## src/sv/uvpm_pkg.sv

```systemverilog
package uvpm_pkg;

  localparam int UV_FRAC_BITS_DEF = 16;
  localparam int CORDIC_STEPS_DEF = 18;

  localparam int ROOT_STEPS = 32;
  localparam int DIFF_W     = 35;
  localparam int MAG_W      = 34;
  localparam int SQ_W       = 31;
  localparam int RAD_W      = 64;
  localparam int CV_W       = 44;
  localparam int ACC_W      = 34;
  localparam int SH_W       = 6;
  localparam int NORM_MSB   = 40;

  localparam int         MODE_SPH_BIT = 1;
  localparam logic [1:0] MODE_CYL     = 2'd1;

  localparam logic signed [ACC_W-1:0] HALF_TURN = 34'sh0_8000_0000;

  typedef enum logic [2:0] {
    REG_MODE,
    REG_MIN_X,
    REG_MIN_Y,
    REG_MIN_Z,
    REG_MAX_X,
    REG_MAX_Y,
    REG_MAX_Z
  } cfg_reg_t;

  typedef struct packed {
    logic        zero;
    logic        one;
    logic [32:0] rem;
    logic [31:0] size;
    logic [31:0] quo;
  } plane_t;

  typedef struct packed {
    logic        zero;
    logic        one;
    logic [31:0] quo;
  } plane_res_t;

  typedef struct packed {
    logic                     sph;
    logic                     cyl;
    logic [RAD_W-1:0]         rad_n;
    logic [RAD_W-1:0]         rad_res;
    logic signed [31:0]       ys;
    logic signed [DIFF_W-1:0] ux;
    logic signed [DIFF_W-1:0] uz;
    plane_t                   px;
    plane_t                   py;
  } root_t;

  typedef struct packed {
    logic                    zero;
    logic signed [CV_W-1:0]  cx;
    logic signed [CV_W-1:0]  cy;
    logic signed [ACC_W-1:0] acc;
  } lane_t;

  typedef struct packed {
    logic       sph;
    logic       cyl;
    lane_t      lu;
    lane_t      lv;
    plane_res_t px;
    plane_res_t py;
  } cord_t;

  // atan(2^-i) in 2^-32 turn units
  function automatic logic signed [ACC_W-1:0] atan_turn(input int unsigned idx);
    logic [31:0] t;
    unique case (idx[4:0])
      5'd0:  t = 32'h20000000;
      5'd1:  t = 32'h12E4051E;
      5'd2:  t = 32'h09FB385B;
      5'd3:  t = 32'h051111D4;
      5'd4:  t = 32'h028B0D43;
      5'd5:  t = 32'h0145D7E1;
      5'd6:  t = 32'h00A2F61E;
      5'd7:  t = 32'h00517C55;
      5'd8:  t = 32'h0028BE53;
      5'd9:  t = 32'h00145F2F;
      5'd10: t = 32'h000A2F98;
      5'd11: t = 32'h000517CC;
      5'd12: t = 32'h00028BE6;
      5'd13: t = 32'h000145F3;
      5'd14: t = 32'h0000A2FA;
      5'd15: t = 32'h0000517D;
      5'd16: t = 32'h000028BE;
      5'd17: t = 32'h0000145F;
      5'd18: t = 32'h00000A30;
      5'd19: t = 32'h00000518;
      5'd20: t = 32'h0000028C;
      5'd21: t = 32'h00000146;
      5'd22: t = 32'h000000A3;
      5'd23: t = 32'h00000051;
      5'd24: t = 32'h00000029;
      5'd25: t = 32'h00000014;
      5'd26: t = 32'h0000000A;
      5'd27: t = 32'h00000005;
      5'd28: t = 32'h00000003;
      5'd29: t = 32'h00000001;
      5'd30: t = 32'h00000001;
      5'd31: t = 32'h00000000;
    endcase
    return $signed(ACC_W'(t));
  endfunction

endpackage

```

## src/sv/uvpm_root_cell.sv

```systemverilog
module uvpm_root_cell #(
  parameter int STEP = 0,
  parameter int UVF  = uvpm_pkg::UV_FRAC_BITS_DEF
) (
  input  logic            clk,
  input  logic            rst_n,
  input  logic            in_valid,
  output logic            in_ready,
  input  uvpm_pkg::root_t in_data,
  output logic            out_valid,
  input  logic            out_ready,
  output uvpm_pkg::root_t out_data
);

  localparam int RW = uvpm_pkg::RAD_W;
  localparam logic [RW-1:0] BIT_C = RW'(1) << (2 * (uvpm_pkg::ROOT_STEPS - 1 - STEP));

  logic            vld_r;
  uvpm_pkg::root_t data_r, data_nxt;
  logic [RW-1:0]   trial;

  function automatic uvpm_pkg::plane_t div_step(input uvpm_pkg::plane_t p);
    logic [32:0]      r2;
    uvpm_pkg::plane_t q;
    r2 = {p.rem[31:0], 1'b0};
    q  = p;
    if (r2 >= {1'b0, p.size}) begin
      q.rem = r2 - {1'b0, p.size};
      q.quo = {p.quo[30:0], 1'b1};
    end else begin
      q.rem = r2;
      q.quo = {p.quo[30:0], 1'b0};
    end
    return q;
  endfunction

  assign in_ready = !vld_r || out_ready;

  always_comb begin
    data_nxt = in_data;
    trial    = in_data.rad_res + BIT_C;
    if (in_data.rad_n >= trial) begin
      data_nxt.rad_n   = in_data.rad_n - trial;
      data_nxt.rad_res = (in_data.rad_res >> 1) + BIT_C;
    end else begin
      data_nxt.rad_res = in_data.rad_res >> 1;
    end
    if (STEP < UVF) begin
      data_nxt.px = div_step(in_data.px);
      data_nxt.py = div_step(in_data.py);
    end
  end

  always_ff @(posedge clk) begin
    if (!rst_n) begin
      vld_r <= 1'b0;
    end else if (in_ready) begin
      vld_r <= in_valid;
    end
  end

  always_ff @(posedge clk) begin
    if (in_ready && in_valid) begin
      data_r <= data_nxt;
    end
  end

  assign out_valid = vld_r;
  assign out_data  = data_r;

endmodule

```

## config.mk

```make
export PLATFORM = sky130hd
export DESIGN_NAME = uvpm_root_cell
export DESIGN_NICKNAME = d
export VERILOG_FILES = /design/src/sv/uvpm_pkg.sv /design/src/sv/uvpm_root_cell.sv
export SDC_FILE = /design/constraint.sdc
export NUM_CORES = 1
export LEC_CHECK = 0
export ABC_AREA = 1
export BUFFER_PORTS_ARGS = -buffer_cell sky130_fd_sc_hd__buf_2
export CAP_MARGIN = 10
export CORE_AREA = 2 2 335 337
export CTS_BUF_LIST = sky130_fd_sc_hd__clkbuf_16
export DETAILED_ROUTE_END_ITERATION = 10
export DIE_AREA = 0 0 337 339
export SYNTH_ARGS = -nofsm -noshare
export SYNTH_HDL_FRONTEND = slang
export SYNTH_SLANG_ARGS = --single-unit
```

## constraint.sdc

```tcl
create_clock -name clk -period 64.2 [get_ports clk]
set_input_delay 9.63 -clock clk [delete_from_list [all_inputs] [get_ports clk]]
set_output_delay 9.63 -clock clk [all_outputs]
set_load 0.1 [all_outputs]
```

Word level (Yosys, flattened, before mapping). Cells that the tools add are included.

Bits in registers: 431. Logic and storage cells: 38. Input bits: 434. Output and inout bits: 432.

Reductions and logical operators: 3. $lt $le $gt $ge: 3. $add $sub $neg: 5. Mux-type cells: 6.

Operator list (count): 33-bit by 32-bit >= comparator with 1-bit output (2); 33-bit two-way mux (2); 33-bit by 32-bit subtractor with 33-bit output (2); 63-bit by 63-bit adder with 64-bit output (second input constant) (1); 64-bit by 63-bit adder with 64-bit output (second input constant) (1); 64-bit >= comparator (1); 64-bit two-way mux (1); 64-bit subtractor (1); 63-bit two-way mux (1); 1-bit two-way mux (2); 1-bit logical AND (1); 1-bit logical NOT (1); 1-bit logical OR (1).

Longest topological paths before layout.
Depth after elaboration: 3. Depth in mapped cells: 18. Gate-level depth less buffers: 17.

Least setup slack after synthesis. OpenSTA, ideal clock, no wires.

Path type: input-to-reg. Start: input port in_valid. End: register data_r, in the netlist out_data[0] (enable). Library setup time: 1361 ps. Path slack: 32589 ps. Data required time: 62839 ps. Buffers on the path: 0. Stages on the path: 2. Data arrival time: 30250 ps. Cell sequence: inv_1 a21oi_1.

Longest elaborated chain between the ends: 1.

Ends and longest elaborated chain: start: declaration (line uvpm_root_cell.sv:7) `input logic in_valid,`; 1-bit logical AND (line uvpm_root_cell.sv:63) `if (in_ready && in_valid) begin`; end signal: assignment (line uvpm_root_cell.sv:64) `data_r <= data_nxt;`; end: declaration (line uvpm_root_cell.sv:19) `uvpm_pkg::root_t data_r, data_nxt;`.

No other way between the ends. A chain may end at the register's enable or synchronous reset.

Final worst setup path.
Start: input port out_ready. End: output port in_ready.

Longest elaborated chain between the ends: 1.

Ends and longest elaborated chain: start: declaration (line uvpm_root_cell.sv:11) `input logic out_ready,`; 1-bit logical OR (line uvpm_root_cell.sv:37) `assign in_ready = !vld_r || out_ready;`; end: declaration (line uvpm_root_cell.sv:8) `output logic in_ready,`.

No other way between the ends.

==> out/qor.csv <==
stage;metric;value;unit
run_status;status;complete, no violations;
floorplanning;rows;122;
setup_path;crit_chain;buf_2 > inv_1 > nand2_1 > buf_2;
yosys;yosysWarnings;0;
timing;drv_slew;0;
setup_path;timing.critical_path.mode_cell;buf_2;
yosys;postSynthCellCount;3068;
clock_tree;path_clk_slew;0.06;ns
cells_and_area;mostFrequentLayoutCell;nand2_1;
timing;setup_viol;0;
setup_path;r2r_slack;61.01;ns
grt;grt_max_degree;77;
floorplanning;dieArea;114000;µm²
drt;drt_iter0_drc;1713;
setup_path;reg2reg_to;out_data[21]$_DFFE_PP_;
grt;antenna_found_initial;34;
setup_path;crit_start;out_ready;
place;port_buffers;861;
cells_and_area;final_util;0.300;
drt;wl;112000;µm
setup_path;end_kind;output port;
cells_and_area;area_growth_syn_to_layout;30.7;%
drt;wl_per_cell;20.3;µm
yosys;synthSimpleGateAreaFrac;0.266;
drt;drcViolationCount;0;
power;ir_drop;0.0200;mV
grt;grt_pass1_wl;156000;µm
floorplanning;io_pins;866;
yosys;synth_xor_area_frac;0.0235;
place;place_hpwl;93800;µm
place;gp_congestion;0.991;
cells_and_area;drive_gt1_frac;0.253;
timing;period_needed;19.90;ns
clock_tree;cts_tree;built;
floorplanning;die_x;337;µm
clock_tree;htreeDepth;2;
grt;grt_pass1_vias;23300;
run;maxCapViolCount;0;
clock_tree;clock_path_buffers;3;
power;leakage;16.8;nW
grt;grt_use_total;0.188;
setup_path;slowest_stage;buf_2;
yosys;synth_top_family_by_area;simple AND/OR/NAND/NOR gates;
yosys;syn_nets;3633;
clock_tree;numClockSinks;431;
clock_tree;hold_buffers;0;
clock_tree;cts_resized;0;
timing;period_share;0.310;
clock_tree;post_cts_buffers;0;
cells_and_area;fillers;12000;
drt;ant_nets;0;
worst_hold_path;min_path_type;reg -> reg;
yosys;avgSynthCellArea;8.27;µm²
setup_path;r2r_start;out_valid$_SDFFE_PN0N_;
timing;max_clock_freq;50.2;MHz
cells_and_area;nets;4525;
yosys;yosys_register_bits;431;
floorplanning;die_h;339;µm
clock_tree;worstSkewPairLatency;0.64;ns
timing;clock_skew;0.0419;ns
drt;via_per_inst;4.34;
clock_tree;cts-root-buf;clkbuf_16;
yosys;synth_mux_area_frac;0;
setup_path;cp_max_fo;2;
timing;tns;0;ns
yosys;synth.cell_area;25400;µm²
drt;dr.pass1.iters;5;
setup_path;crit_path_start_kind;primary input;
yosys;yosys.area_share.adder;0.0655;
timing;worstMarginPinSlew;1.09;ns
power;p_per_area;29.8;nW/µm²
clock_tree;numCtsBuffers;52;
floorplanning;design.core.area;110000;µm²
drt;num_vias;23900;
grt;grt-ovfl-total;0;
yosys;ys_seq_area_frac;0.510;
floorplanning;initial_core_util;0.230;
cells_and_area;mostFrequentLayoutCells;nand2_1 (1122), buf_2 (861), inv_1 (555), edfxtp_1 (430), nor2_1 (212);
timing;finalHoldViolCount;0;
setup_path;cpPeakStageDelay;0.42;ns
timing;maxSlewHeadroom;0.275;
yosys;synth_compound_area_frac;0.0445;
setup_path;critPathCapture;in_ready;
cells_and_area;ff_latch_area;12900;µm²
setup_path;critPathKind;in -> out;
setup_path;critical_path_required;54.57;ns
timing;rsz0062_at_grt;no;
setup_path;worstRegToRegCells;4;
setup_path;arrival;10.27;ns
yosys;ys_types;40;
cells_and_area;multi_input_area;10200;µm²
-- metal layers --
layer	vias to the layer above	wire, µm	GRT usage
met4	22	3220	0.0549
met2	925	54600	0.328
met5	-	163	0
met1	11100	44300	0.229
li1	11600	-	-
met3	167	9450	0.0429
-- flip-flops by register name (all words and copies together) (netlist names) --
| register | count |
|---|---|
| out_valid | 1 |
| out_data | 430 |
-- synth_stat cells --
cell type     n  area [µm²]
nor2_2        6        37.5
nand2_1    1122        4210
nor2_1      213         800
nand2_4       3        33.8
o21ai_1       5        25.0
nand2_2      20         125
buf_8         2        30.0
inv_4         1        6.26
nor3_1       22         110
nor2_4        1        11.3
and2_1        4        25.0
buf_2        16        80.1
a21oi_2       3        26.3
nor3_2        4        40.0
nand4_1      30         188
xor2_1       60         526
a21o_2        1        8.76
ha_1        128        1600
nand3_2      13         130
a21o_1       12        90.1
buf_12        1        20.0
inv_2         8        30.0
buf_6         4        45.0
nor4_1        8        50.1
o21ai_0      59         295
nand3b_1      2        15.0
o211ai_1      3        22.5
buf_4         8        60.1
nand3_1     188         941
a21boi_0      1        7.51
nor4_2        1        12.5
a21oi_1     129         646
and3_1        2        12.5
fa_1          3        60.1
xnor2_1       8        70.1
edfxtp_1    430       12900
inv_1       544        2040
o21bai_1      1        7.51
clkinv_1      1        3.75
dfxtp_1       1        20.0
-- how the worst min path moves through the flow --
stage | startpoint | to | cells after the start
3_5_place_dp | out_valid$_SDFFE_PN0N_ | out_valid$_SDFFE_PN0N_ | 2
4_1_cts | out_valid$_SDFFE_PN0N_ | out_valid$_SDFFE_PN0N_ | 2
3_3_place_gp | out_valid$_SDFFE_PN0N_ | out_valid$_SDFFE_PN0N_ | 2
6_report | out_valid$_SDFFE_PN0N_ | out_valid$_SDFFE_PN0N_ | 2
2_1_floorplan | out_valid$_SDFFE_PN0N_ | out_valid$_SDFFE_PN0N_ | 2
5_1_grt | out_valid$_SDFFE_PN0N_ | out_valid$_SDFFE_PN0N_ | 2
-- cell type report --
class / instances / area share
Clock inverter: 44 / 0.0121
Tap cell: 1488 / 0.0561
Antenna cell: 14 / 0.00106
Sequential cell: 431 / 0.390
Multi-Input combinational cell: 2052 / 0.306
Clock buffer: 53 / 0.0400
Timing Repair Buffer: 869 / 0.132
Inverter: 554 / 0.0628
-- through the flow --
stage	cell area, µm²	worst slack (ns)	hold WS, ns	cells	power (mW)
6_report	33200	44.30	0.557	5505	0.987
5_1_grt	33100	44.27	0.604	5495	1.03
4_1_cts	33100	44.29	0.556	5491	0.999
3_5_place_dp	31400	44.30	0.547	5394	0.691
3_3_place_gp	31400	44.30	0.533	5394	0.690
2_1_floorplan	25400	32.59	1.70	3068	0.620
-- cells by family after synthesis --
kind of cell | after synthesis
DFF | 431
buffers and inverters | 585
adders and majority gates | 131
xor gates and xnor gates | 68
AOI/OAI and AO/OA | 214
and+or+nand+nor | 1639
-- worst max-delay path: cells and delay by family --
kind,cells,cell delay (ns)
buf+inv,3,0.56
simple gates,1,0.08
-- where the power goes --
part / internal [mW] / switching (mW)
Combinational: 0.0629 / 0.276
Clock: 0.175 / 0.127
Sequential: 0.339 / 0.00631
No activity file was read; power rests on OpenSTA's default activity.
