==> config.mk <==
export PLATFORM = sky130hd
export DESIGN_NAME = uvpm_norm
export DESIGN_NICKNAME = d
export VERILOG_FILES = /design/src/sv/uvpm_pkg.sv /design/src/sv/uvpm_norm.sv
export SDC_FILE = /design/constraint.sdc
export NUM_CORES = 1
export LEC_CHECK = 0
export BUFFER_PORTS_ARGS = -buffer_cell sky130_fd_sc_hd__clkbuf_2
export CORE_AREA = 5 5 292 294
export CTS_CLUSTER_DIAMETER = 100
export DETAILED_ROUTE_END_ITERATION = 10
export DIE_AREA = 0 0 297 299
export PLACE_DENSITY_LB_ADDON = 0.12
export SLEW_MARGIN = 15
export SYNTH_ARGS = -nofsm -noshare
export SYNTH_HDL_FRONTEND = slang
export SYNTH_SLANG_ARGS = --single-unit
export TNS_END_PERCENT = 30
==> constraint.sdc <==
create_clock -name clk -period 16.7 [get_ports clk]
set_input_delay 1.67 -clock clk [delete_from_list [all_inputs] [get_ports clk]]
set_output_delay 1.67 -clock clk [all_outputs]
set_load 0.01 [all_outputs]
==> src/sv/uvpm_pkg.sv <==
package uvpm_pkg;

  localparam int UV_FRAC_BITS_DEF = 16;
  localparam int CORDIC_STEPS_DEF = 18;

  localparam int ROOT_STEPS = 32;
  localparam int DIFF_W     = 35;
  localparam int MAG_W      = 34;
  localparam int SQ_W       = 31;
  localparam int RAD_W      = 64;
  localparam int CV_W       = 44;
  localparam int ACC_W      = 34;
  localparam int SH_W       = 6;
  localparam int NORM_MSB   = 40;

  localparam int         MODE_SPH_BIT = 1;
  localparam logic [1:0] MODE_CYL     = 2'd1;

  localparam logic signed [ACC_W-1:0] HALF_TURN = 34'sh0_8000_0000;

  typedef enum logic [2:0] {
    REG_MODE,
    REG_MIN_X,
    REG_MIN_Y,
    REG_MIN_Z,
    REG_MAX_X,
    REG_MAX_Y,
    REG_MAX_Z
  } cfg_reg_t;

  typedef struct packed {
    logic        zero;
    logic        one;
    logic [32:0] rem;
    logic [31:0] size;
    logic [31:0] quo;
  } plane_t;

  typedef struct packed {
    logic        zero;
    logic        one;
    logic [31:0] quo;
  } plane_res_t;

  typedef struct packed {
    logic                     sph;
    logic                     cyl;
    logic [RAD_W-1:0]         rad_n;
    logic [RAD_W-1:0]         rad_res;
    logic signed [31:0]       ys;
    logic signed [DIFF_W-1:0] ux;
    logic signed [DIFF_W-1:0] uz;
    plane_t                   px;
    plane_t                   py;
  } root_t;

  typedef struct packed {
    logic                    zero;
    logic signed [CV_W-1:0]  cx;
    logic signed [CV_W-1:0]  cy;
    logic signed [ACC_W-1:0] acc;
  } lane_t;

  typedef struct packed {
    logic       sph;
    logic       cyl;
    lane_t      lu;
    lane_t      lv;
    plane_res_t px;
    plane_res_t py;
  } cord_t;

  // atan(2^-i) in 2^-32 turn units
  function automatic logic signed [ACC_W-1:0] atan_turn(input int unsigned idx);
    logic [31:0] t;
    unique case (idx[4:0])
      5'd0:  t = 32'h20000000;
      5'd1:  t = 32'h12E4051E;
      5'd2:  t = 32'h09FB385B;
      5'd3:  t = 32'h051111D4;
      5'd4:  t = 32'h028B0D43;
      5'd5:  t = 32'h0145D7E1;
      5'd6:  t = 32'h00A2F61E;
      5'd7:  t = 32'h00517C55;
      5'd8:  t = 32'h0028BE53;
      5'd9:  t = 32'h00145F2F;
      5'd10: t = 32'h000A2F98;
      5'd11: t = 32'h000517CC;
      5'd12: t = 32'h00028BE6;
      5'd13: t = 32'h000145F3;
      5'd14: t = 32'h0000A2FA;
      5'd15: t = 32'h0000517D;
      5'd16: t = 32'h000028BE;
      5'd17: t = 32'h0000145F;
      5'd18: t = 32'h00000A30;
      5'd19: t = 32'h00000518;
      5'd20: t = 32'h0000028C;
      5'd21: t = 32'h00000146;
      5'd22: t = 32'h000000A3;
      5'd23: t = 32'h00000051;
      5'd24: t = 32'h00000029;
      5'd25: t = 32'h00000014;
      5'd26: t = 32'h0000000A;
      5'd27: t = 32'h00000005;
      5'd28: t = 32'h00000003;
      5'd29: t = 32'h00000001;
      5'd30: t = 32'h00000001;
      5'd31: t = 32'h00000000;
    endcase
    return $signed(ACC_W'(t));
  endfunction

endpackage

==> src/sv/uvpm_norm.sv <==
module uvpm_norm (
  input  logic            clk,
  input  logic            rst_n,
  input  logic            in_valid,
  output logic            in_ready,
  input  uvpm_pkg::root_t in_data,
  output logic            out_valid,
  input  logic            out_ready,
  output uvpm_pkg::cord_t out_data
);

  localparam int DW = uvpm_pkg::DIFF_W;
  localparam int CW = uvpm_pkg::CV_W;
  localparam int SHW = uvpm_pkg::SH_W;

  typedef struct packed {
    logic                              zero;
    logic                              yneg;
    logic [DW-1:0]                     ax;
    logic [DW-1:0]                     ay;
    logic signed [uvpm_pkg::ACC_W-1:0] acc;
    logic [SHW-1:0]                    sh;
  } pre_t;

  logic                 n1_v_r, n2_v_r, rdy1, rdy2;
  logic                 n1_sph_r, n1_cyl_r;
  pre_t                 n1_pu_r, n1_pv_r;
  uvpm_pkg::plane_res_t n1_px_r, n1_py_r;
  uvpm_pkg::cord_t      n2_data_r, n2_nxt;
  logic signed [DW-1:0] vx, vy;

  function automatic pre_t prep(input logic signed [DW-1:0] x,
                                input logic signed [DW-1:0] y);
    logic [DW-1:0] ax, ay, m;
    pre_t          p;
    ax     = (x < 0) ? $unsigned(-x) : $unsigned(x);
    ay     = (y < 0) ? $unsigned(-y) : $unsigned(y);
    m      = (ax > ay) ? ax : ay;
    p.sh   = '0;
    for (int i = 0; i < DW; i++) begin
      if (m[i]) p.sh = SHW'(uvpm_pkg::NORM_MSB - i);
    end
    p.zero = (m == '0);
    p.yneg = (y < 0) ^ (x < 0);
    p.ax   = ax;
    p.ay   = ay;
    if (x < 0) begin
      p.acc = (y < 0) ? -uvpm_pkg::HALF_TURN : uvpm_pkg::HALF_TURN;
    end else begin
      p.acc = '0;
    end
    return p;
  endfunction

  function automatic uvpm_pkg::lane_t expand(input pre_t p);
    logic signed [CW-1:0] c;
    uvpm_pkg::lane_t      l;
    l.zero = p.zero;
    l.cx   = $signed(CW'(p.ax) << p.sh);
    c      = $signed(CW'(p.ay) << p.sh);
    l.cy   = p.yneg ? -c : c;
    l.acc  = p.acc;
    return l;
  endfunction

  function automatic uvpm_pkg::plane_res_t plane_out(input uvpm_pkg::plane_t p);
    uvpm_pkg::plane_res_t r;
    r.zero = p.zero;
    r.one  = p.one;
    r.quo  = p.quo;
    return r;
  endfunction

  assign rdy2     = !n2_v_r || out_ready;
  assign rdy1     = !n1_v_r || rdy2;
  assign in_ready = rdy1;

  always_comb begin
    vx = $signed(DW'(in_data.rad_res[31:0]));
    vy = DW'(in_data.ys);
  end

  always_comb begin
    n2_nxt.sph = n1_sph_r;
    n2_nxt.cyl = n1_cyl_r;
    n2_nxt.lu  = expand(n1_pu_r);
    n2_nxt.lv  = expand(n1_pv_r);
    n2_nxt.px  = n1_px_r;
    n2_nxt.py  = n1_py_r;
  end

  always_ff @(posedge clk) begin
    if (!rst_n) begin
      n1_v_r <= 1'b0;
      n2_v_r <= 1'b0;
    end else begin
      if (rdy1) n1_v_r <= in_valid;
      if (rdy2) n2_v_r <= n1_v_r;
    end
  end

  always_ff @(posedge clk) begin
    if (rdy1 && in_valid) begin
      n1_sph_r <= in_data.sph;
      n1_cyl_r <= in_data.cyl;
      n1_pu_r  <= prep(in_data.ux, in_data.uz);
      n1_pv_r  <= prep(vx, vy);
      n1_px_r  <= plane_out(in_data.px);
      n1_py_r  <= plane_out(in_data.py);
    end
    if (rdy2 && n1_v_r) begin
      n2_data_r <= n2_nxt;
    end
  end

  assign out_valid = n2_v_r;
  assign out_data  = n2_data_r;

endmodule

# After elaboration in Yosys (flattened, before gate mapping)
# Cells that the tools add are included.
# classes
add_sub_neg,6
order_cmp,6
shifts,4
muxes,78
bitwise_logic,2
reduce_logical,14
# ops
op,n
$mux 35,6
$shl 35x6->44,4
$mux 5,32
$mux 6,18
$mux 44,2
$neg 44->44,2
$gt 35x35->1,2
$logic_not 35->1,2
$lt 35x1->1 const B,2
$neg 32->35,2
$neg 35->35,2
$mux 34,2
$lt 32x1->1 const B,2
$mux 4,16
$reduce_or 26->1,2
$reduce_or 10->1,2
$reduce_or 2->1,2
$logic_and 1x1->1,2
$logic_not 1->1,2
$logic_or 1x1->1,2
$mux 1,2
$xor 1x1->1,2
# word_totals
register_bits,612
in_bits,434
output_inout_bits,318
word_cells,154

# Logic depth before layout (Yosys ltp)
# logic_depth
depth_word,38
depth_mapped,22
ltp_nobuf,19

# Worst setup path after synthesis
# No wires, ideal clock.
# synth_timing
path_type,input to register
start,in out_ready
end,"reg n2_data_r, in the netlist out_data[0] (enable)"
setup_time_ps,896
t_arrival_ps,12773
required_time_ps,15804
path_slack_ps,3031
cell_stages,2
n_path_buf,0
path_cell_list,nor2b_1 nor2b_1
# synth_between
elab_chain_len,2
# synth_lines
element,line,source
from (decl),uvpm_norm.sv:8,"input logic out_ready,"
$logic_or 1x1->1,uvpm_norm.sv:74,assign rdy2 = !n2_v_r || out_ready;
$logic_and 1x1->1,uvpm_norm.sv:111,if (rdy2 && n1_v_r) begin
to (signal assigned),uvpm_norm.sv:112,n2_data_r <= n2_nxt;
to (decl),uvpm_norm.sv:29,"uvpm_pkg::cord_t n2_data_r, n2_nxt;"
# No other way between the ends.
# A chain may end at the register's enable or synchronous reset.

# Final worst setup path
# layout_timing
start,in in_data[202] (netlist bit)
end,"reg n1_pu_r[2] (netlist bit), data pin"
# layout_between
elab_chain_len,36
elab_cells_between_ends,38
cone_classes,1 x add/sub; 2 x order compare; 34 x mux; 1 x reduce/logical
# layout_lines
element,line,source
from (decl),uvpm_norm.sv:6,"input uvpm_pkg::root_t in_data,"
$neg 35->35 or $lt 35x1->1 (tied branches),uvpm_norm.sv:37,ay = (y < 0) ? $unsigned(-y) : $unsigned(y);
$mux 35 *,uvpm_norm.sv:37,
$gt 35x35->1,uvpm_norm.sv:38,m = (ax > ay) ? ax : ay;
$mux 35 *,uvpm_norm.sv:38,
$mux 6 (8 in a row),uvpm_norm.sv:41,if (m[i]) p.sh = SHW'(uvpm_pkg::NORM_MSB - i);
$mux 5 (16 in a row),uvpm_norm.sv:41,
$mux 4 (8 in a row),uvpm_norm.sv:41,
to (signal assigned),uvpm_norm.sv:106,"n1_pu_r <= prep(in_data.ux, in_data.uz);"
to (decl),uvpm_norm.sv:27,"pre_t n1_pu_r, n1_pv_r;"
# Mark *: on every way between the ends. The rest lies on a longest branch, timed or not.

==> out/metrics.cfg <==
[grt]
overflow = 0
grt_usage_pct = 23.0
grt_antenna_before_repair = 1
grt_pass1_vias = 25300
grt_pass1_wl_mm = 161
grt_max_degree = 86

[min_path]
min_path_cells = 0
min_path_type = reg -> reg

[critical_path]
crit_cells = 18
crit_slowest_cell = nor4_2
arrival_ns = 7.85
path_cells = clkbuf_2 > nor4_2 > nand4_1 > or3_1 > o31ai_1 > xor2_1 > ha_1 > nand4_1 > nor4_1 > nand3_1 > o221ai_1 > o21ai_2 > buf_4 > or4_1 > a221oi_1 > o211a_1 > nor4_1 > o31ai_1
worstPathRequired_ns = 17.10
critPathLaunchType = primary input
crit_fanout = 34
critPathKind = in -> reg
end_kind = flip-flop
path_delay_family = simple AND/OR/NAND/NOR gates
slowest_delay_ns = 0.75
path_buf_inv = 2
r2r_cells = 11

[cts]
clock_latency_ns = 0.63
htree_levels = 2
cts.path.max_buffers = 3
cts.repair.resized = 0
cts_buffers = 55
cts_num_sinks = 477
cts_tree = built
ctsHoldBuffers = 0
cts_setup_buffers = 0
clk_pin_slew_worst_paths_ns = 0.07
root_buffer = clkbuf_16

[timing]
worstMarginPinSlew_ns = 1.04
max-slew-margin-rel_pct = 30.5
finalCriticalPeriod_ns = 7.45
fin_tns_setup_ns = 0
period_share_pct = 44.6
hold_violations = 0
grt_setup_unrepaired = no
slew_violations = 0
fmax_ghz = 0.134
setup_viol = 0
skew_ns = 0.0255

[cells_and_area]
fillers = 7959
finalNetCount = 4052
fin_util_pct = 45.4
drive_above_1_share_pct = 22.4
antenna_cells = 0
final_common_cell = edfxtp_1
final_cell_mix = 475 x edfxtp_1, 460 x clkbuf_2, 357 x nand2_1
syn_to_final_growth_pct = 14.8

[die]
die_w_um = 297
fp.dieArea_mm2 = 0.0888
core_mm2 = 0.0826
rows = 106
start_util_pct = 39.5
ios = 752
die_h_um = 299

[synthesis]
synth-edff-count = 475
ys.flop_type = edfxtp_1
synth_area_mm2 = 0.0326
yosysTopAreaCell = edfxtp_1
ys_seq_area_share_pct = 43.8
syn_area_per_cell_um2 = 10.3
yosys_warnings = 0
synth_top_area_share_pct = 43.7
netlist-cell-type-count = 103
synth_cells = 3175
synthTopCellsByArea = edfxtp_1 44%, mux4_2 7.1%, mux2i_1 4.1%
ys_ff_latch = 477
ys_async_sr_fraction_pct = 0

[detailed_routing]
drc = 0
drtAntennaViolNets = 0
firstDrtPassIters = 6
drt_iter0_drc = 2589
vias = 26900
via_per_inst = 5.75
drt_wl_total_mm = 107
detail_route.wl_per_cell_um = 22.8

[run]
maxCapViolations = 0

[placement]
dp_hpwl_mm = 82.4
portBuffers = 460
gp_congestion = 0.910

[power]
power_leakage_nw = 14.5
ir_drop_mv = 0.0876
cellPowerDensity_mw_per_mm2 = 107

[run_status]
status = complete, no violations

## through the flow
| stage | setup WS (ns) | total power [mW] | hold WS, ns | instances | cell area [um2] |
|---|---|---|---|---|---|
| after global placement | 8.72 | 2.77 | 0.401 | 4569 | 35500 |
| final | 9.25 | 4.02 | 0.409 | 4673 | 37500 |
| after global routing | 9.01 | 4.23 | 0.422 | 4673 | 37500 |
| after detailed placement | 8.75 | 2.78 | 0.405 | 4569 | 35500 |
| after floorplan | 3.03 | 2.40 | 0.400 | 3242 | 32900 |
| after CTS | 9.41 | 4.04 | 0.414 | 4673 | 37500 |
## Yosys cell counts, types with 32 or more instances
master / n
edfxtp_1: 475
nand2_1: 357
nor2_1: 281
o21ai_0: 185
a21oi_1: 143
mux2i_1: 135
inv_1: 126
clkbuf_1: 115
mux4_2: 103
xnor2_1: 90
xor2_1: 74
ha_1: 72
buf_4: 71
nor3_1: 62
o31ai_1: 62
mux2_2: 59
o22ai_1: 59
nand3_1: 54
buf_1: 38
nand2b_1: 36
or3_1: 32
## routing by layer
metal  vias to the layer above  share of wire [%]  track usage [%]
met5                         -             0.0066                0
li1                      12700                  -                -
met1                     12900                 47             35.1
met4                         2                2.3             5.38
met3                       129                7.6             3.77
met2                      1174                 43             34.2
## final cells by class
type                            count  area (um2)  share of cell area, %
Tap cell                         1080        1350                   3.61
Clock buffer                       62        1400                   3.74
Timing Repair Buffer              501        2610                   6.97
Clock inverter                     42         520                   1.39
Sequential cell                   477       14300                   38.2
Inverter                          133         499                   1.33
Multi-Input combinational cell   2378       16800                   44.8
## cell families after synthesis
kind of cell / count (synthesis) / synth area share (%)
and+or+nand+nor: 1020 / 14.8
AOI/OAI and AO/OA: 756 / 15.4
DFF: 477 / 43.8
buffers and inverters: 387 / 5.54
muxes: 298 / 13.3
xor gates and xnor gates: 164 / 4.40
adders and majority gates: 72 / 2.76
other: 1 / 0.0115
## report_power, final
| part | total (mW) | internal (mW) | switching, mW |
|---|---|---|---|
| Clock | 1.25 | 0.741 | 0.512 |
| Sequential | 1.50 | 1.44 | 0.0562 |
| Combinational | 1.27 | 0.468 | 0.806 |
## worst register-to-register path: stages, from the launching register on
cell and delay, ns:
edfxtp_1 0.96, buf_4 0.76, and2_1 0.54, o21ai_0 0.15, and2_1 0.21, o41ai_1 0.76
o21ai_0 0.41, nand2b_1 0.36, nor3b_1 0.61, nand3_1 0.28, o31ai_1 0.31, xnor2_1 0.10
## registers in the layout, summed over array words and instances (netlist names)
register and flops:
n1_py_r 34, n1_px_r 34, out_data 250, n1_pu_r 80
n1_sph_r 1, n1_cyl_r 1, n1_v_r 1, out_valid 1
n1_pv_r 75
## worst paths after layout
check	start	endpoint	slack (ns)
worst max-delay path	in_data[202]	n1_pu_r[2]$_SDFFCE_PP1P_	9.25
worst min-delay path	n1_py_r[19]$_DFFE_PP_	out_data[19]$_DFFE_PP_	0.41
worst max register to register	n1_pv_r[0]$_SDFFCE_PP0P_	out_data[145]$_DFFE_PP_	10.97
worst min register to register	n1_py_r[19]$_DFFE_PP_	out_data[19]$_DFFE_PP_	0.41
No activity file was read; power rests on OpenSTA's default activity.
